<file path="src/hw/rtl/brmq_pkg.sv">
`default_nettype none
package brmq_pkg;

   localparam int DEPTH_DEFAULT       = 16384;
   localparam int BLOCKS_DEFAULT      = 1024;
   localparam int VALUE_WIDTH_DEFAULT = 32;

   localparam int INDEX_WIDTH    = 14;
   localparam int WALK_WIDTH     = INDEX_WIDTH + 1;
   localparam int FIELD_WIDTH    = 32;
   localparam int CSR_ADDR_WIDTH = 3;
   localparam int CSR_DATA_WIDTH = 32;
   localparam int SHIFT_WIDTH    = 4;

   localparam logic [SHIFT_WIDTH-1:0] SHIFT_RESET = 4'd7;
   localparam logic [SHIFT_WIDTH-1:0] SHIFT_MIN   = 4'd4;
   localparam logic [SHIFT_WIDTH-1:0] SHIFT_MAX   = 4'd8;

   typedef enum logic [1:0] {
      OP_APPEND = 2'd0,
      OP_QUERY  = 2'd1,
      OP_CLEAR  = 2'd2
   } opcode_type;

   typedef enum logic {
      REG_BLOCK_SHIFT = 1'b0
   } reg_index_type;

   typedef enum logic [1:0] {
      ST_IDLE,
      ST_WALK,
      ST_DRAIN,
      ST_PUT
   } state_type;

   typedef struct packed {
      opcode_type                    opcode;
      logic signed [FIELD_WIDTH-1:0] value;
      logic [INDEX_WIDTH-1:0]        first_index;
      logic [INDEX_WIDTH-1:0]        last_index;
   } req_type;

   typedef struct packed {
      logic signed [FIELD_WIDTH-1:0] minimum;
      logic                          range_error;
   } rsp_type;

   typedef struct packed {
      logic append;
      logic clear;
      logic start;
      logic step;
      logic load;
   } cmd_type;

   typedef struct packed {
      logic query_error;
      logic walk_last;
      logic slot_free;
   } status_type;

   function automatic logic [SHIFT_WIDTH-1:0] clamp_shift(input logic [SHIFT_WIDTH-1:0] raw);
      logic [SHIFT_WIDTH-1:0] res;
      priority if (raw < SHIFT_MIN) begin
         res = SHIFT_MIN;
      end else if (raw > SHIFT_MAX) begin
         res = SHIFT_MAX;
      end else begin
         res = raw;
      end
      return res;
   endfunction

endpackage
`default_nettype wire

</file>
<file path="src/hw/rtl/brmq_ctrl.sv">
`default_nettype none
module brmq_ctrl (
   input  wire logic                   clock,
   input  wire logic                   reset,
   input  wire logic                   req_valid,
   input  wire brmq_pkg::opcode_type   req_opcode,
   output logic                        req_ready,
   input  wire brmq_pkg::status_type   status,
   output brmq_pkg::cmd_type           cmd
);
   import brmq_pkg::*;

   state_type state_ff;
   state_type state_in;

   always_ff @(posedge clock) begin
      if (reset) begin
         state_ff <= ST_IDLE;
      end else begin
         state_ff <= state_in;
      end
   end

   always_comb begin
      state_in  = state_ff;
      cmd       = '0;
      req_ready = 1'b0;
      unique case (state_ff)
         ST_IDLE: begin
            req_ready = 1'b1;
            if (req_valid) begin
               unique case (req_opcode)
                  OP_APPEND: begin
                     cmd.append = 1'b1;
                  end
                  OP_CLEAR: begin
                     cmd.clear = 1'b1;
                  end
                  OP_QUERY: begin
                     cmd.start = 1'b1;
                     state_in  = status.query_error ? ST_PUT : ST_WALK;
                  end
                  default: begin
                  end
               endcase
            end
         end
         ST_WALK: begin
            cmd.step = 1'b1;
            if (status.walk_last) begin
               state_in = ST_DRAIN;
            end
         end
         ST_DRAIN: begin
            state_in = ST_PUT;
         end
         ST_PUT: begin
            if (status.slot_free) begin
               cmd.load = 1'b1;
               state_in = ST_IDLE;
            end
         end
         default: begin
            state_in = ST_IDLE;
         end
      endcase
   end

endmodule
`default_nettype wire

</file>
<file path="config.mk">
export PLATFORM = sky130hd
export DESIGN_NAME = brmq_ctrl
export DESIGN_NICKNAME = d
export VERILOG_FILES = /design/src/hw/rtl/brmq_pkg.sv /design/src/hw/rtl/brmq_ctrl.sv
export SDC_FILE = /design/constraint.sdc
export NUM_CORES = 1
export LEC_CHECK = 0
export BUFFER_PORTS_ARGS = -buffer_cell sky130_fd_sc_hd__buf_4
export CAP_MARGIN = 20
export CELL_PAD_IN_SITES_DETAIL_PLACEMENT = 1
export CELL_PAD_IN_SITES_GLOBAL_PLACEMENT = 1
export CORE_AREA = 2 2 39 41
export CTS_CLUSTER_SIZE = 30
export DETAILED_ROUTE_END_ITERATION = 8
export DIE_AREA = 0 0 41 43
export GPL_ROUTABILITY_DRIVEN = 0
export MAX_ROUTING_LAYER = met4
export PLACE_DENSITY = 0.59
export SLEW_MARGIN = 20
export SYNTH_ARGS = -nofsm -noshare
export SYNTH_HDL_FRONTEND = slang
export SYNTH_SLANG_ARGS = --single-unit
</file>
<file path="constraint.sdc">
create_clock -name clock -period 1.4 [get_ports clock]
set_input_delay 0.28 -clock clock [delete_from_list [all_inputs] [get_ports clock]]
set_output_delay 0.28 -clock clock [all_outputs]
set_load 0.01 [all_outputs]
</file>
==> results.py <==
metrics = {
    "global_route": {
        "antenna_found_initial": 0,
        "busiest_layer": "met2",
        "grt_pass1_vias": 303,
        "grt_use_total": 0.1111,
        "grt_max_degree": 5,
        "grt_overflow_total": 0,
        "grt_pass1_wl_um": 1248,
        "grtUsageMet1": 0.1190,
        "global_route.usage.met2": 0.1844,
        "grt.met3_usage": 0.01571,
    },
    "sta": {
        "fin_crit_ns": 1.412,
        "grt_setup_unrepaired": "true",
        "hold_viol": 0,
        "worstMarginPinSlew_ns": 0.2592,
        "setup_ws_ns": -0.01196,
        "slew_headroom": 0.8272,
        "drv_slew": 0,
        "finClkSkew_ns": 0.002012,
        "max_freq_mhz": 708.2,
        "hold_slack_ns": 0.2178,
        "setup_viol": 2,
        "timing.final.crit_share": 1.009,
    },
    "die": {
        "ios": 14,
        "die_h_um": 43,
        "dieArea_um2": 1763,
        "dieWidth_um": 41,
        "initial_core_util": 0.1727,
        "rows": 14,
        "fp.coreArea_um2": 1384,
    },
    "setup_path": {
        "cp-end-kind": "primary output",
        "crit_path_start_kind": "flop",
        "worstSetupPathType": "reg -> out",
        "worstPathArrival_ns": 1.13,
        "critPathMaxFanout": 4,
        "cp.required_ns": 1.12,
    },
    "power_and_ir_drop": {
        "swShare": 0.3755,
        "p_int_mw": 0.5994,
        "powerDensity_nw_per_um2": 1657,
        "p_sw_mw": 0.3604,
        "p_leak_nw": 0.2649,
        "pwr-share-clk": 0.132,
        "combPwrFrac": 0.755,
        "ir_worst_vdd_mv": 0.8868,
        "sequentialPowerShare": 0.113,
        "power_mw": 0.9597,
    },
    "clock_network": {
        "cts_tree": "built",
        "cts_buffers": 3,
        "cts_root_buf": "clkbuf_4",
        "clk_pin_slew_ns": 0.03,
        "hold_buffers": 0,
        "clockBufferDepth": 2,
        "clock-sinks": 2,
        "cts_max_level": 1,
        "clock_latency_ns": 0.22,
    },
    "yosys": {
        "synthTopCellsByArea": "ha_1, dfxtp_1, nand3b_4, a221oi_2, nor3b_1",
        "synth-async-reset-ratio": 0,
        "ys_ff_latch": 2,
        "syn-mean-instance-area_um2": 9.559,
        "yosysWarningCount": 0,
        "synthCells": 25,
        "yosysTopAreaCell": "ha_1",
        "synth_cell_types": 15,
        "synth.top_cell.area_share": 0.2618,
        "syn_nets": 38,
        "syn-cell-area_um2": 239.0,
        "synth_edf_count": 0,
        "ys.flop_type": "dfxtp_1",
        "synth-seq-area-share": 0.1675,
        "yosysMostFrequentCell": "ha_1",
    },
    "finish": {
        "area_delta_synth_final_pct": 142.4,
        "fin_cells": 68,
        "fill_cells": 154,
        "finish.utilization": 0.4186,
        "diodes": 0,
        "largest_reg_flops": 2,
        "drive_gt1_frac": 0.8846,
        "reg_top3": "state_ff: 2 flops",
        "final_nets": 67,
        "top_register": "state_ff",
    },
    "detailed_routing": {
        "drt_first_pass_iters": 2,
        "drcViolationCount": 0,
        "post_drt_wl_per_cell_um": 12.38,
        "vias": 294,
        "antenna_left": 0,
        "drt-initial-drc-count": 2,
        "drt-total-wl_um": 842,
        "viasPerCell": 4.324,
    },
    "worst_hold_path": {
        "holdCritPathClass": "in -> reg",
    },
    "run_status": {
        "failed_checks": "setup timing",
        "status": "complete, but fails checks",
    },
    "placement": {
        "io_buffers": 13,
        "dp_hpwl_um": 564.9,
        "placed_cells": 63,
    },
    "flow_run": {
        "drv_cap": 0,
    },
}
layer usage:
metal | wire length (um) | part of all wire
met3 | 52 | 0.062
met5 | 0 | 0
met1 | 295 | 0.35
met4 | 0 | 0
met2 | 494 | 0.59
timing repair:
action,in CTS,in global routing
endpoints found under the setup margin,8,6
pin swaps,4,2
resized for setup,26,2
endpoints found under the hold margin,0,0
buffers inserted,3,0
cells by family after synthesis:
logic type	after synthesis	synth area share
simple gates	11	0.3246
fa+ha+maj	5	0.2618
compound gates	4	0.1675
buf+inv	2	0.03143
flops	2	0.1675
mux	1	0.04712
cells in the final DEF, fill, tap and decap left out, drive strengths merged:
cell     netlist  layout
a211oi         1       1
inv            2       2
mux2           1       1
dfxtp          2       2
nor3b          2       2
clkbuf         0       3
and2           1       1
or2            1       1
a2111oi        1       1
a221oi         1       1
ha             5       5
nor3           2       2
nand3b         1       1
nor2b          2       2
buf            0      24
nand2          2       2
a211o          1       1
path summary, 6_finish.rpt:
path                                    to                     start  cells past startpoint  slack, ns
hold / removal    state_ff[1]$_SDFFE_PP0P_                     reset                      2       0.22
hold reg to reg   state_ff[1]$_SDFFE_PP0P_  state_ff[1]$_SDFFE_PP0P_                      3       0.61
setup reg to reg  state_ff[0]$_SDFFE_PP0P_  state_ff[0]$_SDFFE_PP0P_                      5       0.01
setup / recovery                    cmd[2]  state_ff[0]$_SDFFE_PP0P_                      5      -0.01
metrics by stage:
stage | setup WS, ns | instance area, um^2 | TNS [ns]
3_5_place_dp | -0.1174 | 424.2 | -0.1737
6_report | -0.01196 | 579.3 | -0.01761
3_3_place_gp | -0.1287 | 424.2 | -0.1588
4_1_cts | -0.01602 | 561.8 | -0.04121
5_1_grt | -0.07420 | 579.3 | -0.3307
2_1_floorplan | -0.01025 | 239.0 | -0.01025
power by group through the flow:
stage	clock, mW	combinational (mW)	sequential (mW)
floorplan	0	0.234	0.0938
global placement	0	0.484	0.0902
detailed placement	0	0.490	0.0904
CTS	0.137	0.694	0.108
global route	0.142	0.784	0.110
finish	0.127	0.725	0.108
critical path, cell delays in order, from the launching register on:
cell     delay (ns)
dfxtp_2        0.33
inv_4          0.08
ha_4           0.16
nand2_4        0.06
nor3b_2        0.15
buf_4          0.14
area by class of cell:
type                            instances  area, um^2  area share
Tap cell                               16       20.02     0.03456
Sequential cell                         2       42.54     0.07343
Inverter                                2       12.51     0.02160
Multi-Input combinational cell         21       290.3      0.5011
Clock buffer                            3       22.52     0.03888
Timing Repair Buffer                   24       191.4      0.3305
Power figures use the tool's default switching activity.
